$ cat src/hw/rtl/tmt_pkg.sv
`default_nettype none
package tmt_pkg;
  localparam int unsigned TableEntries = 16;
  localparam int unsigned IdxW = $clog2(TableEntries);
  localparam int unsigned CntW = 7;

  localparam logic [1:0] OpReport = 2'd0;
  localparam logic [1:0] OpSweep  = 2'd1;
  localparam logic [1:0] OpFlush  = 2'd2;

  localparam logic [2:0] ActAddRedirect  = 3'd0;
  localparam logic [2:0] ActAddBlackhole = 3'd1;
  localparam logic [2:0] ActDelRedirect  = 3'd2;
  localparam logic [2:0] ActDelBlackhole = 3'd3;
  localparam logic [2:0] ActDone         = 3'd4;

  localparam logic [2:0] RegInterval  = 3'd0;
  localparam logic [2:0] RegRedirect  = 3'd1;
  localparam logic [2:0] RegBlackhole = 3'd2;
  localparam logic [2:0] RegClear     = 3'd3;
  localparam logic [2:0] RegMinActive = 3'd4;
  localparam logic [2:0] RegStable    = 3'd5;

  // commands from controller to datapath
  typedef struct packed {
    logic load;       // capture input beat
    logic div_start;  // start rate division
    logic scan;       // examine entry at scan index
    logic scan_next;  // advance scan index
    logic report_act; // apply report decision
    logic sweep_end;  // clear seen marks
  } tmt_cmd_t;

  // status from datapath to controller
  typedef struct packed {
    logic div_done;
    logic scan_last;
  } tmt_sts_t;
endpackage
`default_nettype wire

$ cat src/hw/rtl/tmt_div.sv
`default_nettype none
// Restoring divider: 64-bit dividend by 12-bit divisor, one quotient bit a cycle.
module tmt_div (
  input  wire logic        clk_i,
  input  wire logic        rst_ni,
  input  wire logic        start_i,
  input  wire logic [63:0] dividend_i,
  input  wire logic [11:0] divisor_i,
  output logic             done_o,
  output logic [63:0]      quot_o
);
  logic [63:0] quot_q, quot_d;
  logic [12:0] rem_q, rem_d;
  logic [11:0] dvs_q, dvs_d;
  logic [6:0]  cnt_q, cnt_d;
  logic        busy_q, busy_d;
  logic [12:0] trial;

  // shift in next dividend bit and try subtraction
  always_comb begin
    quot_d = quot_q;
    rem_d  = rem_q;
    dvs_d  = dvs_q;
    cnt_d  = cnt_q;
    busy_d = busy_q;
    trial  = {rem_q[11:0], quot_q[63]};
    if (start_i) begin
      quot_d = dividend_i;
      rem_d  = '0;
      dvs_d  = (divisor_i == 12'd0) ? 12'd1 : divisor_i;
      cnt_d  = 7'd0;
      busy_d = 1'b1;
    end else if (busy_q) begin
      if (trial >= {1'b0, dvs_q}) begin
        rem_d  = trial - {1'b0, dvs_q};
        quot_d = {quot_q[62:0], 1'b1};
      end else begin
        rem_d  = trial;
        quot_d = {quot_q[62:0], 1'b0};
      end
      cnt_d = cnt_q + 7'd1;
      if (cnt_q == 7'd63) busy_d = 1'b0;
    end
  end

  always_ff @(posedge clk_i or negedge rst_ni) begin
    if (!rst_ni) begin
      busy_q <= 1'b0;
      cnt_q  <= '0;
    end else begin
      busy_q <= busy_d;
      cnt_q  <= cnt_d;
    end
  end

  always_ff @(posedge clk_i) begin
    quot_q <= quot_d;
    rem_q  <= rem_d;
    dvs_q  <= dvs_d;
  end

  assign done_o = busy_q && (cnt_q == 7'd63);
  assign quot_o = quot_d;
endmodule
`default_nettype wire

$ cat src/hw/rtl/tmt_datapath.sv
`default_nettype none
module tmt_datapath (
  input  wire logic              clk_i,
  input  wire logic              rst_ni,
  input  wire tmt_pkg::tmt_cmd_t cmd_i,
  output tmt_pkg::tmt_sts_t      sts_o,
  input  wire logic [1:0]        op_i,
  input  wire logic [31:0]       dest_addr_i,
  input  wire logic [63:0]       byte_count_i,
  input  wire logic [63:0]       now_seconds_i,
  input  wire logic              cfg_we_i,
  input  wire logic [2:0]        cfg_idx_i,
  input  wire logic [63:0]       cfg_data_i,
  output logic                   ev_valid_o,
  output logic [2:0]             ev_action_o,
  output logic                   ev_two_o,
  output logic [31:0]            ev_addr_o,
  output logic [6:0]             ev_count_o,
  output logic [1:0]             op_o
);
  import tmt_pkg::*;

  logic [11:0] intv_q;
  logic [63:0] redir_q, bh_q, clr_q;
  logic [31:0] minact_q, stable_q;

  logic [1:0]  op_q;
  logic [31:0] addr_q;
  logic [63:0] bytes_q, now_q, bps_q;

  logic [TableEntries-1:0] valid_q, seen_q;
  logic [31:0] e_addr_q [TableEntries];
  logic        e_bh_q   [TableEntries];
  logic [63:0] e_start_q[TableEntries];
  logic [63:0] e_below_q[TableEntries];
  logic [CntW-1:0] total_q;
  logic [IdxW-1:0] scan_q;

  logic        div_done;
  logic [63:0] quot;

  tmt_div u_div (
    .clk_i, .rst_ni,
    .start_i   (cmd_i.div_start),
    .dividend_i(bytes_q),
    .divisor_i (intv_q),
    .done_o    (div_done),
    .quot_o    (quot)
  );

  // configuration registers
  always_ff @(posedge clk_i or negedge rst_ni) begin
    if (!rst_ni) begin
      intv_q   <= 12'd1;
      redir_q  <= 64'd1000000000;
      bh_q     <= 64'd10000000000;
      clr_q    <= 64'd500000000;
      minact_q <= 32'd60;
      stable_q <= 32'd120;
    end else if (cfg_we_i) begin
      case (cfg_idx_i)
        RegInterval:  intv_q   <= cfg_data_i[11:0];
        RegRedirect:  redir_q  <= cfg_data_i;
        RegBlackhole: bh_q     <= cfg_data_i;
        RegClear:     clr_q    <= cfg_data_i;
        RegMinActive: minact_q <= cfg_data_i[31:0];
        RegStable:    stable_q <= cfg_data_i[31:0];
        default: ;
      endcase
    end
  end

  // capture beat, rate
  always_ff @(posedge clk_i) begin
    if (cmd_i.load) begin
      addr_q  <= dest_addr_i;
      bytes_q <= byte_count_i;
      now_q   <= now_seconds_i;
    end
    if (div_done) bps_q <= {quot[60:0], 3'b000};
  end

  always_ff @(posedge clk_i or negedge rst_ni) begin
    if (!rst_ni) op_q <= 2'd0;
    else if (cmd_i.load) op_q <= op_i;
  end

  // match and free search over the table
  logic [TableEntries-1:0] hit_vec;
  logic            hit, free_any;
  logic [IdxW-1:0] hit_idx, free_idx;
  always_comb begin
    hit = 1'b0; hit_idx = '0; free_any = 1'b0; free_idx = '0;
    for (int i = TableEntries - 1; i >= 0; i--) begin
      hit_vec[i] = valid_q[i] && (e_addr_q[i] == addr_q);
      if (hit_vec[i]) begin hit = 1'b1; hit_idx = IdxW'(i); end
      if (!valid_q[i]) begin free_any = 1'b1; free_idx = IdxW'(i); end
    end
  end

  logic want_bh, want_rd, calm;
  assign want_bh = bps_q >= bh_q;
  assign want_rd = bps_q >= redir_q;
  assign calm    = bps_q < clr_q;

  // sweep and flush decision for scan entry
  logic [63:0] age, calm_time;
  logic        s_valid, s_old, s_remove, s_mark;
  assign s_valid   = valid_q[scan_q];
  assign age       = now_q - e_start_q[scan_q];
  assign calm_time = now_q - e_below_q[scan_q];
  assign s_old     = age >= {32'd0, minact_q};
  always_comb begin
    s_remove = 1'b0;
    s_mark   = 1'b0;
    if (op_q == OpFlush) s_remove = s_valid;
    else if (s_valid && s_old) begin
      if (e_below_q[scan_q] == 64'd0) s_mark = !seen_q[scan_q];
      else s_remove = calm_time >= {32'd0, stable_q};
    end
  end

  // event generation
  always_comb begin
    ev_valid_o  = 1'b0;
    ev_action_o = ActDone;
    ev_two_o    = 1'b0;
    ev_addr_o   = addr_q;
    if (cmd_i.report_act && (want_bh || want_rd)) begin
      if (!hit) begin
        ev_valid_o  = free_any;
        ev_action_o = want_bh ? ActAddBlackhole : ActAddRedirect;
      end else if (e_bh_q[hit_idx] != want_bh) begin
        ev_valid_o  = 1'b1;
        ev_two_o    = 1'b1;
        ev_action_o = want_bh ? ActDelRedirect : ActDelBlackhole;
      end
    end else if (cmd_i.scan && s_remove) begin
      ev_valid_o  = 1'b1;
      ev_action_o = e_bh_q[scan_q] ? ActDelBlackhole : ActDelRedirect;
      ev_addr_o   = e_addr_q[scan_q];
    end
  end

  logic [CntW-1:0] total_d;
  always_comb begin
    total_d = total_q;
    if (ev_valid_o && !ev_two_o) begin
      if (ev_action_o == ActAddBlackhole || ev_action_o == ActAddRedirect)
        total_d = total_q + 7'd1;
      else if (total_q != '0)
        total_d = total_q - 7'd1;
    end
  end
  assign ev_count_o = total_d;

  // table control state
  always_ff @(posedge clk_i or negedge rst_ni) begin
    if (!rst_ni) begin
      valid_q <= '0;
      seen_q  <= '0;
      total_q <= '0;
      scan_q  <= '0;
    end else begin
      total_q <= total_d;
      if (cmd_i.load) scan_q <= '0;
      else if (cmd_i.scan_next) scan_q <= scan_q + IdxW'(1);
      if (cmd_i.report_act) begin
        if (hit) seen_q[hit_idx] <= 1'b1;
        else if ((want_bh || want_rd) && free_any) begin
          valid_q[free_idx] <= 1'b1;
          seen_q[free_idx]  <= 1'b1;
        end
      end
      if (cmd_i.scan && s_remove) begin
        valid_q[scan_q] <= 1'b0;
        seen_q[scan_q]  <= 1'b0;
      end
      if (cmd_i.sweep_end) seen_q <= '0;
    end
  end

  // table payload
  always_ff @(posedge clk_i) begin
    if (cmd_i.report_act) begin
      if (want_bh || want_rd) begin
        if (!hit) begin
          if (free_any) begin
            e_addr_q[free_idx]  <= addr_q;
            e_bh_q[free_idx]    <= want_bh;
            e_start_q[free_idx] <= now_q;
            e_below_q[free_idx] <= 64'd0;
          end
        end else begin
          e_bh_q[hit_idx]    <= want_bh;
          e_below_q[hit_idx] <= 64'd0;
        end
      end else if (hit) begin
        if (!calm) e_below_q[hit_idx] <= 64'd0;
        else if (e_below_q[hit_idx] == 64'd0) e_below_q[hit_idx] <= now_q;
      end
    end
    if (cmd_i.scan && s_mark) e_below_q[scan_q] <= now_q;
  end

  assign sts_o.div_done  = div_done;
  assign sts_o.scan_last = (scan_q == IdxW'(TableEntries - 1));
  assign op_o = op_q;
endmodule
`default_nettype wire

$ cat src/hw/rtl/tmt_ctrl.sv
`default_nettype none
module tmt_ctrl (
  input  wire logic              clk_i,
  input  wire logic              rst_ni,
  input  wire logic              in_valid_i,
  output logic                   in_ready_o,
  input  wire logic [1:0]        op_i,
  input  wire tmt_pkg::tmt_sts_t sts_i,
  output tmt_pkg::tmt_cmd_t      cmd_o,
  input  wire logic              ev_valid_i,
  input  wire logic [2:0]        ev_action_i,
  input  wire logic              ev_two_i,
  input  wire logic [31:0]       ev_addr_i,
  input  wire logic [6:0]        ev_count_i,
  output logic                   out_valid_o,
  input  wire logic              out_ready_i,
  output logic [2:0]             action_o,
  output logic [31:0]            rule_addr_o,
  output logic [6:0]             active_count_o,
  output logic                   last_o
);
  import tmt_pkg::*;

  localparam logic [2:0] StIdle  = 3'd0;
  localparam logic [2:0] StStart = 3'd1;
  localparam logic [2:0] StDiv   = 3'd2;
  localparam logic [2:0] StAct   = 3'd3;
  localparam logic [2:0] StScan  = 3'd4;
  localparam logic [2:0] StDone  = 3'd5;
  localparam logic [2:0] StWait  = 3'd6;

  logic [2:0] state_q, state_d, ret_q, ret_d;
  logic       ov_q, ov_d, last_q, last_d, two_q, two_d;
  logic [2:0] act_q, act_d;
  logic [31:0] addr_q, addr_d;
  logic [6:0]  cnt_q, cnt_d;
  logic        free;

  assign free = !ov_q || out_ready_i;

  always_comb begin
    state_d = state_q; ret_d = ret_q;
    ov_d = ov_q && !out_ready_i;
    last_d = last_q; act_d = act_q; addr_d = addr_q; cnt_d = cnt_q; two_d = two_q;
    cmd_o = '0;
    in_ready_o = 1'b0;
    case (state_q)
      StIdle: begin
        in_ready_o = 1'b1;
        if (in_valid_i) begin
          cmd_o.load = 1'b1;
          state_d = StStart;
        end
      end
      StStart: begin
        if (op_i == OpReport) begin
          cmd_o.div_start = 1'b1;
          state_d = StDiv;
        end else if (op_i == OpSweep || op_i == OpFlush) state_d = StScan;
        else state_d = StDone;
      end
      StDiv: if (sts_i.div_done) state_d = StAct;
      StAct: if (free) begin
        cmd_o.report_act = 1'b1;
        state_d = StDone;
        if (ev_valid_i) begin
          ov_d = 1'b1; last_d = 1'b0; act_d = ev_action_i;
          addr_d = ev_addr_i; cnt_d = ev_count_i; two_d = ev_two_i;
          state_d = ev_two_i ? StWait : StDone;
          ret_d = StDone;
        end
      end
      StScan: if (free) begin
        cmd_o.scan = 1'b1;
        cmd_o.scan_next = 1'b1;
        if (ev_valid_i) begin
          ov_d = 1'b1; last_d = 1'b0; act_d = ev_action_i;
          addr_d = ev_addr_i; cnt_d = ev_count_i; two_d = 1'b0;
        end
        if (sts_i.scan_last) begin
          cmd_o.sweep_end = 1'b1;
          state_d = StDone;
        end
      end
      StWait: if (free) begin
        // second half of a kind change: add for the new kind
        ov_d = 1'b1; last_d = 1'b0;
        act_d = (act_q == ActDelRedirect) ? ActAddBlackhole : ActAddRedirect;
        state_d = ret_q;
      end
      StDone: if (free) begin
        ov_d = 1'b1; last_d = 1'b1; act_d = ActDone; addr_d = '0;
        cnt_d = ev_count_i;
        state_d = StIdle;
      end
      default: state_d = StIdle;
    endcase
  end

  always_ff @(posedge clk_i or negedge rst_ni) begin
    if (!rst_ni) begin
      state_q <= StIdle; ret_q <= StIdle; ov_q <= 1'b0; two_q <= 1'b0;
    end else begin
      state_q <= state_d; ret_q <= ret_d; ov_q <= ov_d; two_q <= two_d;
    end
  end

  always_ff @(posedge clk_i) begin
    last_q <= last_d; act_q <= act_d; addr_q <= addr_d; cnt_q <= cnt_d;
  end

  assign out_valid_o    = ov_q;
  assign action_o       = act_q;
  assign rule_addr_o    = addr_q;
  assign active_count_o = cnt_q;
  assign last_o         = last_q;
endmodule
`default_nettype wire

$ cat src/hw/rtl/traffic_mitigation_table_top.sv
// Report: the bit-serial rate divider runs before the decision and the done beat;
//   sweep and flush examine one table entry per cycle while the output is free, then give the done beat.
// Throughput: one item at a time; next item accepted after the done beat is issued.
// Reset: asynchronous active low; clears valid and seen marks and count, restores config defaults.
`default_nettype none
module traffic_mitigation_table_top (
  input  wire logic        clk_i,
  input  wire logic        rst_ni,
  input  wire logic        in_valid_i,
  output logic             in_ready_o,
  input  wire logic [1:0]  op_i,
  input  wire logic [31:0] dest_addr_i,
  input  wire logic [63:0] byte_count_i,
  input  wire logic [63:0] now_seconds_i,
  output logic             out_valid_o,
  input  wire logic        out_ready_i,
  output logic [2:0]       action_o,
  output logic [31:0]      rule_addr_o,
  output logic [6:0]       active_count_o,
  output logic             last_o,
  input  wire logic        cfg_we_i,
  input  wire logic [2:0]  cfg_idx_i,
  input  wire logic [63:0] cfg_data_i
);
  import tmt_pkg::*;

  tmt_cmd_t   cmd;
  tmt_sts_t   sts;
  logic       ev_valid, ev_two;
  logic [2:0] ev_action;
  logic [31:0] ev_addr;
  logic [6:0]  ev_count;
  logic [1:0]  op_q;

  tmt_datapath u_dp (
    .clk_i, .rst_ni, .cmd_i(cmd), .sts_o(sts),
    .op_i, .dest_addr_i, .byte_count_i, .now_seconds_i,
    .cfg_we_i, .cfg_idx_i, .cfg_data_i,
    .ev_valid_o(ev_valid), .ev_action_o(ev_action), .ev_two_o(ev_two),
    .ev_addr_o(ev_addr), .ev_count_o(ev_count), .op_o(op_q)
  );

  tmt_ctrl u_ctrl (
    .clk_i, .rst_ni, .in_valid_i, .in_ready_o, .op_i(op_q),
    .sts_i(sts), .cmd_o(cmd),
    .ev_valid_i(ev_valid), .ev_action_i(ev_action), .ev_two_i(ev_two),
    .ev_addr_i(ev_addr), .ev_count_i(ev_count),
    .out_valid_o, .out_ready_i, .action_o, .rule_addr_o, .active_count_o, .last_o
  );

  // no new beat while a non-done result is pending from the controller
  a_no_accept_busy: assert property (@(posedge clk_i) disable iff (!rst_ni)
    (out_valid_o && !last_o) |-> !in_ready_o) else $error("accept while busy");
  a_count_range: assert property (@(posedge clk_i) disable iff (!rst_ni)
    out_valid_o |-> (active_count_o <= 7'(TableEntries))) else $error("count range");
  a_done_addr: assert property (@(posedge clk_i) disable iff (!rst_ni)
    (out_valid_o && last_o) |-> (action_o == ActDone && rule_addr_o == 32'd0))
    else $error("done beat malformed");
endmodule
`default_nettype wire

$ cat config.mk
export PLATFORM = sky130hd
export DESIGN_NAME = traffic_mitigation_table_top
export DESIGN_NICKNAME = d
export VERILOG_FILES = /design/src/hw/rtl/tmt_pkg.sv /design/src/hw/rtl/tmt_div.sv /design/src/hw/rtl/tmt_datapath.sv /design/src/hw/rtl/tmt_ctrl.sv /design/src/hw/rtl/traffic_mitigation_table_top.sv
export SDC_FILE = /design/constraint.sdc
export NUM_CORES = 2
export LEC_CHECK = 0
export ABC_CLOCK_PERIOD_IN_PS = 27600
export BUFFER_PORTS_ARGS = -buffer_cell sky130_fd_sc_hd__buf_4
export CORE_ASPECT_RATIO = 2
export CORE_MARGIN = 10
export CORE_UTILIZATION = 25
export CTS_CLUSTER_SIZE = 12
export DETAILED_ROUTE_END_ITERATION = 10
export SLEW_MARGIN = 25
export SYNTH_ARGS = -nofsm -noshare
export SYNTH_HDL_FRONTEND = slang
export SYNTH_SLANG_ARGS = --single-unit
$ cat constraint.sdc
create_clock -name clk_i -period 27.6 [get_ports clk_i]
set_clock_uncertainty 0.05 [all_clocks]
set_input_delay 1.38 -clock clk_i [delete_from_list [all_inputs] [get_ports clk_i]]
set_output_delay 1.38 -clock clk_i [all_outputs]
set_load 0.005 [all_outputs]
; ---- Word-level counts from Yosys, hierarchy flattened
; Memory sizes are Yosys's and may differ from the RTL's.
; Index checks and enable logic that the tools add are counted.
[classes]
add_sub_neg = 7
order_cmp = 12
n_eq_ne = 43
mux = 198
bitwise_logic = 8
n_reduce_logical = 62
[ops]
columns = op, n
row1 = 32-bit equality test, 16
row2 = 64-bit two-way mux, 6
row3 = 32-bit two-way mux, 5
row4 = 4-bit two-way mux, 37
row5 = 16-bit two-way mux, 9
row6 = 64-bit by 32-bit greater-or-equal comparator with 1-bit output, 2
row7 = 64-bit greater-or-equal comparator, 2
row8 = 64-bit zero test, 2
row9 = 64-bit OR reduction, 2
row10 = 64-bit subtractor, 2
row11 = 1-bit two-way mux, 101
row12 = 64-bit < comparator, 1
row13 = 32-bit one-hot mux with 2 select lines, 1
row14 = 7-bit two-way mux, 8
row15 = 3-bit two-way mux, 17
row16 = 16-bit OR, 3
row17 = 16-bit bitwise AND, 2
row18 = 1-bit logical AND, 27
row19 = 3-bit one-hot mux with 7 select lines, 1
row20 = 16-bit NOT, 1
row21 = "3-bit by 2-bit equality test with 1-bit output, second input constant", 5
row22 = "3-bit equality test, second input constant", 5
row23 = "4-bit by 5-bit < comparator with 1-bit output, second input constant", 3
row24 = "7-bit by 1-bit adder with 7-bit output, second input constant", 2
row25 = other kinds (37), 70
[word_totals]
register_bits = 678
mem_bits_rw = 2576
input_bits = 234
output_inout_bits = 45
elab_cells = 362
memories = 4
[mem_list]
columns = memory, depth, width, rd, rd_ports_with_merged_regs, write_ports, line_no
row1 = u_dp.e_below_q, 16, 64, 2, 0, 1, tmt_datapath.sv:35  ; logic [63:0] e_below_q[TableEntries];
row2 = u_dp.e_start_q, 16, 64, 1, 0, 1, tmt_datapath.sv:34  ; logic [63:0] e_start_q[TableEntries];
row3 = u_dp.e_addr_q, 16, 32, 17, 0, 1, tmt_datapath.sv:32  ; logic [31:0] e_addr_q [TableEntries];
row4 = u_dp.e_bh_q, 16, 1, 2, 0, 1, tmt_datapath.sv:33  ; logic e_bh_q [TableEntries];

; ---- Depth between registers and ports, before layout
; An unclocked memory read counts as a cell.
[depth]
depth_word = 31
mapped_depth = 42
ltp_nobuf = 34

; ---- Cells and area by module
; Synthesis repeated with hierarchy kept, for this count alone.
[hier_totals]
hier_cells = 10588
hier_area_um2 = 156197.3
[by_module_without_submodules]
columns = mod, instances, cells_per_inst, area_per_inst_um2, seq_area_each_um2
row1 = tmt_datapath, 1, 9952, 149651.0, 91880.6
row2 = tmt_div, 1, 487, 4525.6, 2082.0
row3 = tmt_ctrl, 1, 149, 2020.7, 1416.4

; ---- Least setup slack after synthesis
; No wires, ideal clock.
[synth_timing]
kind = register -> register
from = reg u_dp.scan_q[0]
to = mem u_dp.e_below_q[2][0], enable pin
setup_time_ns = 0.487
arrival_ns = 12.651
required_ns = 27.063
path_slack_ns = 14.412
stages_incl_launch_ff = 39
n_path_buf = 7
period_less_slack_ns = 13.188
cell_sequence = dfrtp_1 > clkbuf_1 > clkbuf_1 > buf_2 > clkbuf_1 > clkbuf_1 > clkbuf_1 > buf_1 > mux4_2 > mux4_2 > inv_1 > ha_1 > nor3_1 > nor4_1 > a211oi_1 > a21oi_1 > a22o_1 > a21o_1 > [... 3 more ...] > ha_1 > nand4_1 > nor4_1 > and3_1 > a41o_1 > or4b_2 > nor4_1 > nand4_1 > nor3_1 > nand3b_1 > nor4_1 > and4b_1 > nand4_1 > nor2b_1 > a221oi_1 > o22a_1 > nand3_1 > nor2_1
[synth_between]
elab_chain_cells = 11
elab_cells_between_ends = 20
classes_between = add/sub: 1 / order compare: 1 / mux: 11 / reduce/logical: 5 / memory: 2
[synth_lines]
columns = item, line_no
row1 = from (decl), tmt_datapath.sv:37  ; logic [IdxW-1:0] scan_q;
row2 = from (signal assigned), tmt_datapath.sv:167  ; else if (cmd_i.scan_next) scan_q <= scan_q + IdxW'(1);
row3 = memory read 16 x 64 bit or 1-bit binary-select mux with 4-bit select (tied branches), -
row4 = 64-bit subtractor or 1-bit two-way mux (tied branches), "tmt_datapath.sv:110, tmt_datapath.sv:118"
row5 = 64-bit by 32-bit greater-or-equal comparator with 1-bit output or 1-bit zero test (tied branches), "tmt_datapath.sv:112, tmt_datapath.sv:118"
row6 = 1-bit logical AND or 1-bit two-way mux (tied branches), "tmt_datapath.sv:117, tmt_datapath.sv:118"
row7 = 1-bit two-way mux, tmt_datapath.sv:117  ; else if (s_valid && s_old) begin
row8 = 1-bit two-way mux, tmt_datapath.sv:116  ; if (op_q == OpFlush) s_remove = s_valid;
row9 = 1-bit logical AND, tmt_datapath.sv:203  ; if (cmd_i.scan && s_mark) e_below_q[scan_q] <= now_q;
row10 = 1-bit two-way mux, tmt_datapath.sv:203
row11 = 1-bit two-way mux (implied by the code), tmt_datapath.sv:203
row12 = 64-bit OR reduction (no line), -
row13 = 4-bit two-way mux (no line) or 1-bit two-way mux (tied branches), -
row14 = to (decl), tmt_datapath.sv:35
; Several ways; a longest one is shown, not always the timed one. The select of a mux whose other input is x is not followed.

; ---- Worst setup path in the final report
[layout_timing]
from = reg u_dp.scan_q[0]
to = mem u_dp.e_below_q[7][55], enable pin
; Same word-level chain as after synthesis.

==> results_dict.tcl <==
set metrics [dict create \
    synth_flop_cell "edfxtp_1" \
    cp.depth 32 \
    layout-drive-gt1-share 0.199 \
    wirelength_um 581000 \
    clock_latency_ns 1.02 \
    worst_path_largest_cell_delay_ns 0.87 \
    startpoint_type "flop" \
    crit_end "u_dp.e_below_q[7][55]" \
    core-area_um2 596000 \
    min_path_type "primary input to asynchronous set/reset pin" \
    start_util 0.251 \
    rsz0062_at_grt "false" \
    synth.most_common_cell "edfxtp_1" \
    peakVddDrop_uv 61.0 \
    grt_pass1_vias 96296 \
    area_delta_synth_final_pct 14.8 \
    dp_hpwl_um 427000 \
    numClockSinks 3254 \
    fin_crit_sh 0.486 \
    cts_inserted_buffers 318 \
    power_density_nw_per_um2 93.6 \
    die_y_um 1110 \
    path_buf_inv 5 \
    max_clock_freq_mhz 74.5 \
    wl_per_cell_um 32.1 \
    ys_seq_elements 3254 \
    final-hold-violation-count 0 \
    timing.final.crit_period_ns 13.42 \
    antenna_found_initial 67 \
    arrival_ns 13.98 \
    setup_viol 0 \
    rrSetupSlack_ns 14.18 \
    critPathTopFamily "simple AND/OR/NAND/NOR gates" \
    cp-end-kind "flop" \
    synth-seq-area-share 0.638 \
    crit_fanout 47 \
    n_fill_cell 59452 \
    drc 0 \
    slowest_stage "dfrtp_4" \
    rows 401 \
    crit_type "flop to flop" \
    ant_nets 0 \
    grt_max_degree 143 \
    netlist_area_um2 149000 \
    die_area_um2 631000 \
    ys.warnings.count 0 \
    fin_nets 10685 \
    ctsResizeCount 0 \
    place.gp.congestion 1.02 \
    synth_top_area_share 0.574 \
    clk_path_buf_depth 4 \
    grt_overflow 0 \
    hold_ws_ns 0.375 \
    required_ns 28.15 \
    reg2reg_depth 32 \
    netlist_instances 9621 \
    synth_nets 10252 \
    critPathLaunch "u_dp.scan_q[0]" \
    synth_top_area_cell "edfxtp_1" \
    avgSynthCellArea_um2 15.5 \
    finalMaxSlewViolations 0 \
    via_per_inst 5.18 \
    synth.distinct_cells 101 \
    setup_tns_ns 0 \
    tightest_slew_ns 1.19 \
    p_leak_uw 0.0549 \
    postCtsSetupBuffers 0 \
    holdBufCountCts 0 \
    maxSlewHeadroom 0.198 \
    htreeDepth 5 \
    synth_edf_count 2855 \
    r2r-end "u_dp.e_below_q[7][55]" \
    die_x_um 567 \
    io_buffers 278 \
    netlist_top_cells_count "edfxtp_1 (2855), mux4_2 (814), nand2_1 (522)" \
    status "completed" \
    drv_cap 0 \
    ios 279 \
    placedCellCount 17590 \
    grt_pass1_wl_um 787000 \
    vias 93818 \
    cts-root-buf "clkbuf_16" \
    instances_no_fill 18099 \
    path_clk_slew_ns 0.06 \
    firstDrtPassIters 6 \
    grtUsageTotal 0.176 \
    r2r_start "u_dp.scan_q[0]" \
    synthArstFlopShare 0.100 \
    drtIter0Drc 9908 \
    synthTopCellsByArea "edfxtp_1 (57%), mux4_2 (12%), dfrtp_1 (4.7%)" \
    cts_tree "yes" \
]
==> cell families (layout without fill, tap and decap cells) <==
kind of cell               Yosys count  after routing  share of synthesized area
adders and majority gates          397            397                     0.0334
and+or+nand+nor                   2136           2136                     0.0754
muxes                             1041           1041                      0.139
buffers and inverters              899           1468                     0.0242
DFF                               3254           3254                      0.638
AOI/OAI and AO/OA                 1275           1275                     0.0536
xor gates and xnor gates           619            619                     0.0363
other                                0             51                          0
==> state kept, by name, indices dropped and copies added, names as in the netlist, 32 cells and up <==
signal and cells:
u_dp.redir_q 64, u_dp.bps_q 61, u_dp.bytes_q 64, u_dp.bh_q 64
u_dp.e_addr_q 512, u_dp.u_div.quot_q 64, u_dp.e_start_q 1024, u_dp.now_q 64
u_dp.e_below_q 1024, u_dp.stable_q 32, u_ctrl.rule_addr_o 32, u_dp.minact_q 32
u_dp.addr_q 32, u_dp.clr_q 64
==> worst register-to-register path, delay by kind of cell (launching register included) <==
family | cells | cell delay (ns)
flops | 1 | 0.87
simple gates | 15 | 4.61
mux | 2 | 1.17
compound gates | 7 | 2.29
xor+xnor | 1 | 0.21
fa+ha+maj | 2 | 0.63
buf+inv | 5 | 3.13
==> layer usage <==
metal	part of all wire	routed length (um)	vias up	GRT usage
met5	0.00016	91	-	0
met4	0.12	69200	12	0.170
met3	0.058	33900	1775	0.0270
met2	0.51	296000	4833	0.317
met1	0.31	182000	48468	0.170
li1	-	-	38730	-
==> where the power goes <==
group | internal [uW] | total [uW] | switching [uW]
Sequential | 5720 | 5920 | 203
Clock | 2210 | 4150 | 1940
Combinational | 2230 | 5990 | 3760
Total | 10200 | 16100 | 5900
==> per-stage QoR <==
stage          cell area, um2  total power, uW   util  setup slack, ns
4_1_cts                171000            16100  0.288            13.98
3_3_place_gp           162000            11900  0.272            13.87
3_5_place_dp           162000            11900  0.272            13.95
6_report               172000            16100  0.288            14.18
5_1_grt                171000            16700  0.288            13.59
2_1_floorplan          149000             9760      -            14.41
==> placed cells by master (no fill, tap or decap), types with 17 or more instances in the layout <==
| cell | netlist | final |
|---|---|---|
| or3_1 | 40 | 40 |
| mux4_2 | 814 | 814 |
| o21bai_1 | 29 | 28 |
| dfstp_2 | 46 | 46 |
| and4_1 | 17 | 17 |
| a211oi_1 | 64 | 63 |
| nor2b_1 | 65 | 64 |
| buf_4 | 15 | 533 |
| mux2i_1 | 98 | 98 |
| clkbuf_16 | 0 | 323 |
| dfxtp_1 | 73 | 73 |
| o211ai_1 | 44 | 44 |
| nand3_1 | 122 | 121 |
| and2_1 | 95 | 88 |
| and3_1 | 29 | 29 |
| xor2_1 | 471 | 470 |
| a21oi_1 | 282 | 281 |
| dfrtp_1 | 280 | 275 |
| diode_2 | 0 | 51 |
| inv_1 | 462 | 461 |
| clkbuf_1 | 295 | 82 |
| ha_1 | 394 | 394 |
| nor4_1 | 434 | 422 |
| nand4_1 | 165 | 165 |
| or4_1 | 40 | 40 |
| o22ai_1 | 27 | 27 |
| o31ai_1 | 19 | 19 |
| o21a_1 | 33 | 33 |
| nor2_1 | 295 | 262 |
| nand4b_1 | 22 | 22 |
| mux2_2 | 125 | 125 |
| nor3_1 | 161 | 152 |
| xnor2_1 | 148 | 148 |
| edfxtp_1 | 2855 | 2855 |
| a21o_1 | 143 | 143 |
| nand2_1 | 522 | 522 |
| o21ai_0 | 421 | 421 |
| a31oi_1 | 32 | 32 |
| nor2_4 | 0 | 33 |
| nand2b_1 | 52 | 52 |
==> how the worst min path moves through the flow <==
| stage | startpoint | to | slack (ns) | cells past startpoint |
|---|---|---|---|---|
| 2_1_floorplan | u_ctrl.ret_q[0] | u_ctrl.ret_q[0] | 0.39 | 2 |
| 3_3_place_gp | u_dp.u_div.rem_q[11] | u_dp.u_div.rem_q[11] | 0.41 | 2 |
| 3_5_place_dp | u_dp.intv_q[3] | u_dp.u_div.dvs_q[3] | 0.41 | 0 |
| 4_1_cts | rst_ni | u_dp.clr_q[56] | 0.39 | 1 |
| 5_1_grt | rst_ni | u_dp.clr_q[56] | 0.44 | 1 |
| 6_report | rst_ni | u_dp.clr_q[56] | 0.37 | 1 |
==> final cells by class <==
class	instances	area, um2	share of cell area
sequential	3254	95400	0.556
inverter	462	1740	0.0101
clock inverter	46	773	0.00451
antenna	51	128	0.000744
clock buffer	410	8450	0.0493
tap	7858	9830	0.0573
timing repair buffer	550	4280	0.0250
multi-input combinational	5468	51000	0.297
Note: power is estimated with default switching activity, not from simulation.
